## config.mk

```make
export PLATFORM = sky130hd
export DESIGN_NAME = radix_converter_stack_core
export DESIGN_NICKNAME = d
export VERILOG_FILES = /design/src/design/rcs_pkg.sv /design/src/design/radix_converter_stack_core.sv /design/src/design/rcs_ram.sv /design/src/design/rcs_ctrl.sv /design/src/design/rcs_datapath.sv
export SDC_FILE = /design/constraint.sdc
export NUM_CORES = 1
export LEC_CHECK = 0
export BUFFER_PORTS_ARGS = -buffer_cell sky130_fd_sc_hd__buf_2
export CAP_MARGIN = 20
export CORE_ASPECT_RATIO = 1.2
export CORE_MARGIN = 4
export CORE_UTILIZATION = 60
export CTS_CLUSTER_SIZE = 10
export DETAILED_ROUTE_END_ITERATION = 10
export GPL_ROUTABILITY_DRIVEN = 1
export PLACE_DENSITY_LB_ADDON = 0.25
export SYNTH_ARGS = -nofsm -noshare
export SYNTH_HDL_FRONTEND = slang
export SYNTH_SLANG_ARGS = --single-unit
```

## constraint.sdc

```tcl
create_clock -name clk -period 3.95 [get_ports clk]
set_input_delay 0.5925 -clock clk [delete_from_list [all_inputs] [get_ports clk]]
set_output_delay 0.5925 -clock clk [all_outputs]
set_load 0.02 [all_outputs]
```

## src/design/rcs_pkg.sv

```systemverilog
package rcs_pkg;

    localparam int VALUE_IN_W  = 32;
    localparam int VALUE_WIDTH = 32;
    localparam int STACK_DEPTH = 32;
    localparam int RADIX_W     = 6;
    localparam int DIGIT_W     = 6;
    localparam int ADDR_W      = $clog2(STACK_DEPTH);
    localparam int CNT_W       = $clog2(STACK_DEPTH + 1);
    localparam int BIT_CNT_W   = $clog2(VALUE_WIDTH);

    localparam logic [RADIX_W-1:0] RADIX_MIN = RADIX_W'(2);
    localparam logic [RADIX_W-1:0] RADIX_MAX = RADIX_W'(36);

    typedef enum logic [2:0] {
        ST_IDLE,
        ST_CHECK,
        ST_DIV,
        ST_PUSH,
        ST_ONE,
        ST_POP_RD,
        ST_POP_OUT
    } rcs_state_t;

    typedef struct packed {
        logic load;
        logic div_init;
        logic div_step;
        logic push;
        logic pop_rd;
        logic out_single;
        logic out_pop;
    } rcs_cmd_t;

    typedef struct packed {
        logic radix_bad;
        logic quot_zero;
        logic bit_last;
        logic count_zero;
        logic out_free;
    } rcs_stat_t;

endpackage

```

## src/design/radix_converter_stack_core.sv

```systemverilog
// channel   handshake              payload
// convert   cvt_valid / cvt_stall  value, radix
// digits    dig_valid / dig_stall  digit, last, bad_radix
//
// each division by the radix runs on the bit-serial restoring divider, one dividend bit per step
// each digit then pops through the registered stack read port, in ST_POP_RD and then ST_POP_OUT
// a bad radix or a zero value gives one item after acceptance, through ST_CHECK and then ST_ONE
// rst_n clears the controller, counters and output valid; the stack needs no clearing
// a stalled digit holds the pop; a new value is taken as soon as the last digit is registered
module radix_converter_stack_core (
    input  logic                           clk,
    input  logic                           rst_n,
    input  logic                           cvt_valid,
    output logic                           cvt_stall,
    input  logic [rcs_pkg::VALUE_IN_W-1:0] value,
    input  logic [rcs_pkg::RADIX_W-1:0]    radix,
    output logic                           dig_valid,
    input  logic                           dig_stall,
    output logic [rcs_pkg::DIGIT_W-1:0]    digit,
    output logic                           last,
    output logic                           bad_radix
);

    import rcs_pkg::*;

    rcs_cmd_t  cmd;
    rcs_stat_t stat;

    rcs_ctrl u_ctrl (
        .clk       (clk),
        .rst_n     (rst_n),
        .cvt_valid (cvt_valid),
        .cvt_stall (cvt_stall),
        .stat      (stat),
        .cmd       (cmd)
    );

    rcs_datapath u_datapath (
        .clk       (clk),
        .rst_n     (rst_n),
        .value     (value),
        .radix     (radix),
        .dig_valid (dig_valid),
        .dig_stall (dig_stall),
        .digit     (digit),
        .last      (last),
        .bad_radix (bad_radix),
        .cmd       (cmd),
        .stat      (stat)
    );

endmodule

```

## src/design/rcs_ram.sv

```systemverilog
module rcs_ram #(
    parameter int WIDTH = 6,
    parameter int DEPTH = 32
) (
    input  logic                     clk,
    input  logic                     wr_en,
    input  logic [$clog2(DEPTH)-1:0] wr_addr,
    input  logic [WIDTH-1:0]         wr_data,
    input  logic                     rd_en,
    input  logic [$clog2(DEPTH)-1:0] rd_addr,
    output logic [WIDTH-1:0]         rd_data
);

    logic [WIDTH-1:0] mem [DEPTH];
    logic [WIDTH-1:0] rd_data_reg;

    always_ff @(posedge clk)
    begin
        if (wr_en)
        begin
            mem[wr_addr] <= wr_data;
        end
        if (rd_en)
        begin
            rd_data_reg <= mem[rd_addr];
        end
    end

    assign rd_data = rd_data_reg;

endmodule

```

## src/design/rcs_ctrl.sv

```systemverilog
module rcs_ctrl (
    input  logic              clk,
    input  logic              rst_n,
    input  logic              cvt_valid,
    output logic              cvt_stall,
    input  rcs_pkg::rcs_stat_t stat,
    output rcs_pkg::rcs_cmd_t  cmd
);

    import rcs_pkg::*;

    rcs_state_t state_reg;
    rcs_state_t state_next;

    always_ff @(posedge clk or negedge rst_n)
    begin
        if (!rst_n)
        begin
            state_reg <= ST_IDLE;
        end
        else
        begin
            state_reg <= state_next;
        end
    end

    always_comb
    begin
        state_next = state_reg;
        cmd        = '0;
        cvt_stall  = 1'b1;
        unique case (state_reg)
            ST_IDLE:
            begin
                cvt_stall = 1'b0;
                if (cvt_valid)
                begin
                    cmd.load   = 1'b1;
                    state_next = ST_CHECK;
                end
            end
            ST_CHECK:
            begin
                if (stat.radix_bad || stat.quot_zero)
                begin
                    state_next = ST_ONE;
                end
                else
                begin
                    cmd.div_init = 1'b1;
                    state_next   = ST_DIV;
                end
            end
            ST_DIV:
            begin
                cmd.div_step = 1'b1;
                if (stat.bit_last)
                begin
                    state_next = ST_PUSH;
                end
            end
            ST_PUSH:
            begin
                cmd.push = 1'b1;
                if (stat.quot_zero)
                begin
                    state_next = ST_POP_RD;
                end
                else
                begin
                    cmd.div_init = 1'b1;
                    state_next   = ST_DIV;
                end
            end
            ST_ONE:
            begin
                if (stat.out_free)
                begin
                    cmd.out_single = 1'b1;
                    state_next     = ST_IDLE;
                end
            end
            ST_POP_RD:
            begin
                cmd.pop_rd = 1'b1;
                state_next = ST_POP_OUT;
            end
            ST_POP_OUT:
            begin
                if (stat.out_free)
                begin
                    cmd.out_pop = 1'b1;
                    state_next  = stat.count_zero ? ST_IDLE : ST_POP_RD;
                end
            end
            default:
            begin
                state_next = ST_IDLE;
            end
        endcase
    end

endmodule

```

## src/design/rcs_datapath.sv

```systemverilog
module rcs_datapath (
    input  logic                                 clk,
    input  logic                                 rst_n,
    input  logic [rcs_pkg::VALUE_IN_W-1:0]       value,
    input  logic [rcs_pkg::RADIX_W-1:0]          radix,
    output logic                                 dig_valid,
    input  logic                                 dig_stall,
    output logic [rcs_pkg::DIGIT_W-1:0]          digit,
    output logic                                 last,
    output logic                                 bad_radix,
    input  rcs_pkg::rcs_cmd_t                    cmd,
    output rcs_pkg::rcs_stat_t                   stat
);

    import rcs_pkg::*;

    logic [VALUE_WIDTH-1:0] quot_reg;
    logic [VALUE_WIDTH-1:0] quot_next;
    logic [RADIX_W-1:0]     radix_reg;
    logic [DIGIT_W-1:0]     rem_reg;
    logic [DIGIT_W-1:0]     rem_next;
    logic [BIT_CNT_W-1:0]   bit_cnt_reg;
    logic [BIT_CNT_W-1:0]   bit_cnt_next;
    logic [CNT_W-1:0]       count_reg;
    logic [CNT_W-1:0]       count_next;
    logic                   out_valid_reg;
    logic                   out_valid_next;
    logic [DIGIT_W-1:0]     out_digit_reg;
    logic                   out_last_reg;
    logic                   out_bad_reg;

    logic [DIGIT_W:0]       rem_sh;
    logic                   ge;
    logic [DIGIT_W:0]       diff;
    logic                   stack_room;
    logic                   wr_en;
    logic [ADDR_W-1:0]      wr_addr;
    logic [ADDR_W-1:0]      rd_addr;
    logic [CNT_W-1:0]       count_dec;
    logic [DIGIT_W-1:0]     rd_data;

    // one restoring step: shift in the next dividend bit, subtract if it fits
    assign rem_sh     = {rem_reg, quot_reg[VALUE_WIDTH-1]};
    assign ge         = rem_sh >= {1'b0, radix_reg};
    assign diff       = rem_sh - {1'b0, radix_reg};
    assign stack_room = count_reg < CNT_W'(STACK_DEPTH);
    assign count_dec  = count_reg - CNT_W'(1);
    assign wr_en      = cmd.push && stack_room;
    assign wr_addr    = count_reg[ADDR_W-1:0];
    assign rd_addr    = count_dec[ADDR_W-1:0];

    always_comb
    begin
        quot_next    = quot_reg;
        rem_next     = rem_reg;
        bit_cnt_next = bit_cnt_reg;
        count_next   = count_reg;
        if (cmd.load)
        begin
            quot_next  = VALUE_WIDTH'(value);
            count_next = '0;
        end
        if (cmd.div_init)
        begin
            rem_next     = '0;
            bit_cnt_next = '0;
        end
        if (cmd.div_step)
        begin
            quot_next    = {quot_reg[VALUE_WIDTH-2:0], ge};
            rem_next     = ge ? diff[DIGIT_W-1:0] : rem_sh[DIGIT_W-1:0];
            bit_cnt_next = bit_cnt_reg + BIT_CNT_W'(1);
        end
        if (wr_en)
        begin
            count_next = count_reg + CNT_W'(1);
        end
        if (cmd.pop_rd)
        begin
            count_next = count_dec;
        end
    end

    always_ff @(posedge clk or negedge rst_n)
    begin
        if (!rst_n)
        begin
            quot_reg      <= '0;
            count_reg     <= '0;
            bit_cnt_reg   <= '0;
            out_valid_reg <= 1'b0;
        end
        else
        begin
            quot_reg      <= quot_next;
            count_reg     <= count_next;
            bit_cnt_reg   <= bit_cnt_next;
            out_valid_reg <= out_valid_next;
        end
    end

    always_ff @(posedge clk)
    begin
        rem_reg <= rem_next;
        if (cmd.load)
        begin
            radix_reg <= radix;
        end
        if (cmd.out_single)
        begin
            out_digit_reg <= '0;
            out_last_reg  <= 1'b1;
            out_bad_reg   <= stat.radix_bad;
        end
        else if (cmd.out_pop)
        begin
            out_digit_reg <= rd_data;
            out_last_reg  <= stat.count_zero;
            out_bad_reg   <= 1'b0;
        end
    end

    always_comb
    begin
        out_valid_next = out_valid_reg && dig_stall;
        if (cmd.out_single || cmd.out_pop)
        begin
            out_valid_next = 1'b1;
        end
    end

    rcs_ram #(
        .WIDTH (DIGIT_W),
        .DEPTH (STACK_DEPTH)
    ) u_stack (
        .clk     (clk),
        .wr_en   (wr_en),
        .wr_addr (wr_addr),
        .wr_data (rem_reg),
        .rd_en   (cmd.pop_rd),
        .rd_addr (rd_addr),
        .rd_data (rd_data)
    );

    assign stat.radix_bad  = (radix_reg < RADIX_MIN) || (radix_reg > RADIX_MAX);
    assign stat.quot_zero  = quot_reg == '0;
    assign stat.bit_last   = bit_cnt_reg == BIT_CNT_W'(VALUE_WIDTH - 1);
    assign stat.count_zero = count_reg == '0;
    assign stat.out_free   = !out_valid_reg || !dig_stall;

    assign dig_valid = out_valid_reg;
    assign digit     = out_digit_reg;
    assign last      = out_last_reg;
    assign bad_radix = out_bad_reg;

endmodule

```

=== Word-level counts from Yosys, hierarchy flattened ===
Memory sizes are Yosys's and may differ from the RTL's. A register that Yosys moved wholly into a read port is not among the register bits.
Cells that the tools add are included.

* Output and inout port bits: 10
* Memory bits (writable): 192
* Memories kept: 1
* Word-level logic and storage cells: 81
* Input bits: 42
* Bits in registers: 67

{| class="wikitable"
|+ Memory list
! name !! words !! bits a word !! read ports !! clocked after Yosys merged registers in !! wr ports !! line !! text
|-
| u_datapath.u_stack.mem || 32 || 6 || 1 || 1 || 1 || rcs_ram.sv:14 || <nowiki>logic [WIDTH-1:0] mem [DEPTH];</nowiki>
|}

* $lt $le $gt $ge: 4
* Equal/unequal tests: 11
* Add/sub/neg operators: 4
* Mux-type cells: 35
* Reduce and logical (&&, ||, !) cells: 16

{| class="wikitable"
|+ Operators by type and width
! cell !! number
|-
| 32-bit 2-to-1 mux || 2
|-
| 6-bit 2-to-1 mux || 6
|-
| 32-bit zero test || 1
|-
| 3-bit 2-to-1 mux || 7
|-
| 3-bit one-hot mux with 7 select lines || 1
|-
| 1-bit 2-to-1 mux || 16
|-
| 5-bit 2-to-1 mux || 2
|-
| 3-bit == test, second input constant || 3
|-
| 2-bit inequality test, second input constant || 4
|-
| 7-bit by 6-bit greater-or-equal comparator with 1-bit output || 1
|-
| 6-bit by 1-bit adder with 6-bit output, second input constant || 1
|-
| 3-bit by 2-bit == test with 1-bit output, second input constant || 2
|-
| 6-bit greater-than comparator, second input constant || 1
|-
| 6-bit zero test || 1
|-
| 6-bit by 2-bit less-than comparator with 1-bit output, second input constant || 1
|-
| 6-bit less-than comparator, second input constant || 1
|-
| 2-bit nonzero test || 3
|-
| 6-bit by 1-bit subtractor with 6-bit output, second input constant || 1
|-
| 6-bit subtractor || 1
|-
| 5-bit by 1-bit adder with 5-bit output, second input constant || 1
|-
| 5-bit == test, second input constant || 1
|-
| 1-bit logical OR || 4
|-
| 4-bit AND reduction || 1
|-
| 3-bit by 1-bit == test with 1-bit output, second input constant || 1
|-
| 5 further kinds || 7
|}

=== Depth between registers and ports, before layout ===
* Word-level depth: 7
* Gate-level depth with buffers: 11
* Mapped depth without buffers: 9

=== By module ===
Synthesis repeated with hierarchy kept, for this count alone.

* Cells, all modules: 688
* Area total of the unflattened synthesis: 11264.6 µm²

{| class="wikitable"
|+ Modules (own cells, without submodules)
! module !! instances !! area an instance (µm²) !! cells each !! seq. area each (µm²)
|-
| rcs_ram || 1 || 7649.8 || 323 || 5945.7
|-
| rcs_datapath || 1 || 3309.4 || 325 || 1631.6
|-
| rcs_ctrl || 1 || 305.3 || 40 || 75.1
|}

=== Worst setup path after synthesis ===
Ideal clock, no wire load.

* Path type: reg2reg
* From: register u_datapath.count_reg[0]
* To: register u_datapath.u_stack.rd_data_reg[0], in the netlist u_datapath.u_stack.rd_data[0], read port of u_datapath.u_stack.mem, data pin
* Arrival: 2.652 ns
* Path buffers: 4
* Data required time: 3.696 ns
* Setup slack: 1.044 ns
* Cell stages (with the launch flop): 10
* Library setup time: 0.254 ns
* Period minus slack after synthesis: 2.906 ns
* Path through: dfrtp_1 > buf_6 > buf_6 > buf_2 > inv_1 > ha_1 > clkbuf_1 > mux4_2 > mux4_1 > a21o_1

* Longest elaborated chain between the ends: 1

{| class="wikitable"
|+ RTL lines
! item !! line !! text
|-
| from (decl) || rcs_datapath.sv:24 || <nowiki>logic [CNT_W-1:0] count_reg;</nowiki>
|-
| from (signal assigned) || rcs_datapath.sv:96 || <nowiki>count_reg <= count_next;</nowiki>
|-
| 6-bit by 1-bit subtractor with 6-bit output || rcs_datapath.sv:47 || <nowiki>assign count_dec = count_reg - CNT_W'(1);</nowiki>
|-
| to (decl) || rcs_ram.sv:15 || <nowiki>logic [WIDTH-1:0] rd_data_reg;</nowiki>
|}

No other way between the ends.
A chain may end at the register's enable or synchronous reset.

=== Worst setup path after layout ===
* From: register u_datapath.count_reg[0]
* To: register u_datapath.u_stack.rd_data_reg[1], in the netlist u_datapath.u_stack.rd_data[1], read port of u_datapath.u_stack.mem, data pin

Same word-level chain as after synthesis.

==> results.json <==
{
  "status": "finished clean",
  "syn_avg_cell_area_um2": 15.9,
  "postPlaceCellArea_um2": 11600,
  "rrSetupSlack_ps": 1110,
  "regArea_um2": 7650,
  "drcViolationCount": 0,
  "dp_slack_ps": 1100,
  "htreeDepth": 1,
  "p_per_area_nw_per_um2": 817,
  "max_freq_mhz": 352,
  "antenna_found_initial": 0,
  "antenna_cells": 0,
  "fin_skew_ps": 16.1,
  "power_leakage_nw": 4.47,
  "clk_pin_slew_worst_paths_ps": 60,
  "first_iter_violations": 616,
  "synth_cell_types": 53,
  "die-area_um2": 20700,
  "fp.dieH_um": 157,
  "synth_area_leader_cell": "edfxtp_1",
  "finalCoreUtilization_pct": 68.6,
  "netlist_top_cells_count": "edfxtp_1 (211), nor2_1 (103), dfrtp_1 (47), o22ai_1 (38)",
  "first_pass_iters": 7,
  "slew_headroom_pct": 32.3,
  "post-place-cells": 953,
  "dp_hpwl_um": 15300,
  "cts_buffers": 30,
  "grt-ovfl-total": 0,
  "postSynth.asyncResetShare_pct": 17.7,
  "syn_area_um2": 11100,
  "ys_seq_elements": 265,
  "end_kind": "flip-flop",
  "cts_setup_buffers": 0,
  "crit_required_ps": 4250,
  "synth-edff-count": 211,
  "holdBufCountCts": 0,
  "rows": 54,
  "ios": 52,
  "grt_pass1_vias": 6537,
  "synth_most_common_cell": "edfxtp_1",
  "grt_max_degree": 57,
  "cap_violations": 0,
  "cp-start-kind": "flip-flop",
  "grt_pass1_wl_um": 36900,
  "nNetsFinal": 821,
  "largest_reg_flops": 192,
  "routed_via_density": 6.40,
  "synth_seq_area_share_pct": 69.0,
  "setup_ws_ps": 1110,
  "worst_ep_arrival_time_ps": 3130,
  "layout.cells.non_filler": 1002,
  "cts_root_buf": "clkbuf_16",
  "fillers": 1163,
  "cts.repair.resized": 0,
  "dr_total_vias": 6409,
  "finalHoldViolations": 0,
  "cts_buffer_depth": 3,
  "path_class": "flip-flop to flip-flop",
  "grt_usage_pct": 22.9,
  "syn_nets": 756,
  "core_area_um2": 18200,
  "peakVddDrop_mv": 0.721,
  "wl_per_cell_um": 23.4,
  "drv_slew": 0,
  "final_cell_area_um2": 12500,
  "ys.warnings.count": 0,
  "worstMarginPinSlew_ps": 1010,
  "fin_crit_sh_pct": 71.8,
  "multi_input_area_um2": 3210,
  "clkSinkCount": 265,
  "ys_top_cells_by_area": "edfxtp_1 (57%), dfrtp_1 (11%), mux4_2 (6.7%)",
  "synthFlopType": "edfxtp_1",
  "hold_class": "input port to flip-flop",
  "clkLatencyLatePin_ps": 540,
  "cts_tree": "done",
  "synthCells": 700,
  "fp.dieW_um": 132,
  "setup_tns_ps": 0,
  "start_util_pct": 61.1,
  "ant_nets": 0,
  "numPortBuffers": 51,
  "synthToLayoutAreaGrowth_pct": 12.3,
  "synth_top_area_share_pct": 57.1,
  "period_needed_ps": 2840,
  "setup_viol": 0,
  "rsz0062_at_grt": "no",
  "crit_fanout": 56,
  "place_congestion": 0.848,
  "drive_gt1_share_pct": 18.0,
  "wl_um": 23500
}
routing by layer:
metal | track usage, % | part of all wire [%] | vias up
li1 | - | - | 2869
met4 | 7.00 | 2.8 | 0
met2 | 40.2 | 52 | 256
met3 | 2.81 | 5.6 | 41
met1 | 30.5 | 39 | 3243
met5 | 0 | 0 | -
critical path, stage by stage, from the launching register on:
cell and delay, ps:
dfrtp_2 350, buf_4 740, mux4_1 690, mux4_1 570, a21o_1 200
placed cells by master, fill, tap and decap left out, types with 5 or more instances in the layout:
master,n
nand2_1,33
clkbuf_16,30
mux2i_1,14
a21oi_1,11
nand3_1,10
buf_4,12
or3_1,5
nor3_1,7
mux4_2,33
nor2_1,103
ha_1,13
nor4_1,9
a21o_1,8
o22ai_1,38
clkbuf_1,13
o21ai_0,19
edfxtp_1,211
buf_2,51
inv_1,17
mux4_1,21
a211oi_1,5
dfxtp_1,7
dfrtp_1,46
final cells by class:
type | instances | share of cell area, %
Clock inverter | 2 | 0.161
Timing Repair Buffer | 67 | 3.45
Inverter | 18 | 0.542
Tap cell | 224 | 2.25
Multi-Input combinational cell | 383 | 25.8
Sequential cell | 265 | 61.4
Clock buffer | 43 | 6.42
report_power, final:
| part | switching [mW] | internal (mW) | leakage [nW] |
|---|---|---|---|
| Combinational | 2.06 | 1.61 | 1.55 |
| Sequential | 0.412 | 3.73 | 2.52 |
| Clock | 0.993 | 1.38 | 0.394 |
| Total | 3.47 | 6.72 | 4.47 |
metrics by stage:
stage / total power, mW / hold slack, ps
finish: 10.2 / 232
global route: 10.7 / 212
CTS: 10.2 / 211
detailed placement: 7.80 / 442
global placement: 7.61 / 440
floorplan: 6.80 / 297
path summary, 6_finish.rpt:
| check | startpoint | to | cells past startpoint |
|---|---|---|---|
| worst max-delay path | u_datapath.count_reg[0] | u_datapath.u_stack.rd_data[1] | 4 |
| worst min-delay path | radix[2] | u_datapath.radix_reg[2] | 1 |
| worst max register to register | u_datapath.count_reg[0] | u_datapath.u_stack.rd_data[1] | 4 |
| worst min register to register | u_datapath.digit[5] | u_datapath.digit[5] | 2 |
| max in group asynchronous | rst_n | u_datapath.count_reg[0] | 3 |
| min in group asynchronous | rst_n | u_datapath.quot_reg[12] | 2 |
kinds of logic (layout without fill, tap and decap cells):
| logic type | count (synthesis) | count (layout) | synth area share [%] |
|---|---|---|---|
| buf+inv | 52 | 130 | 2.11 |
| xor+xnor | 7 | 7 | 0.620 |
| fa+ha+maj | 14 | 14 | 1.65 |
| flops | 265 | 265 | 69.0 |
| compound gates | 104 | 104 | 6.03 |
| simple gates | 190 | 190 | 7.71 |
| mux | 68 | 68 | 12.9 |
Power figures use the tool's default switching activity.
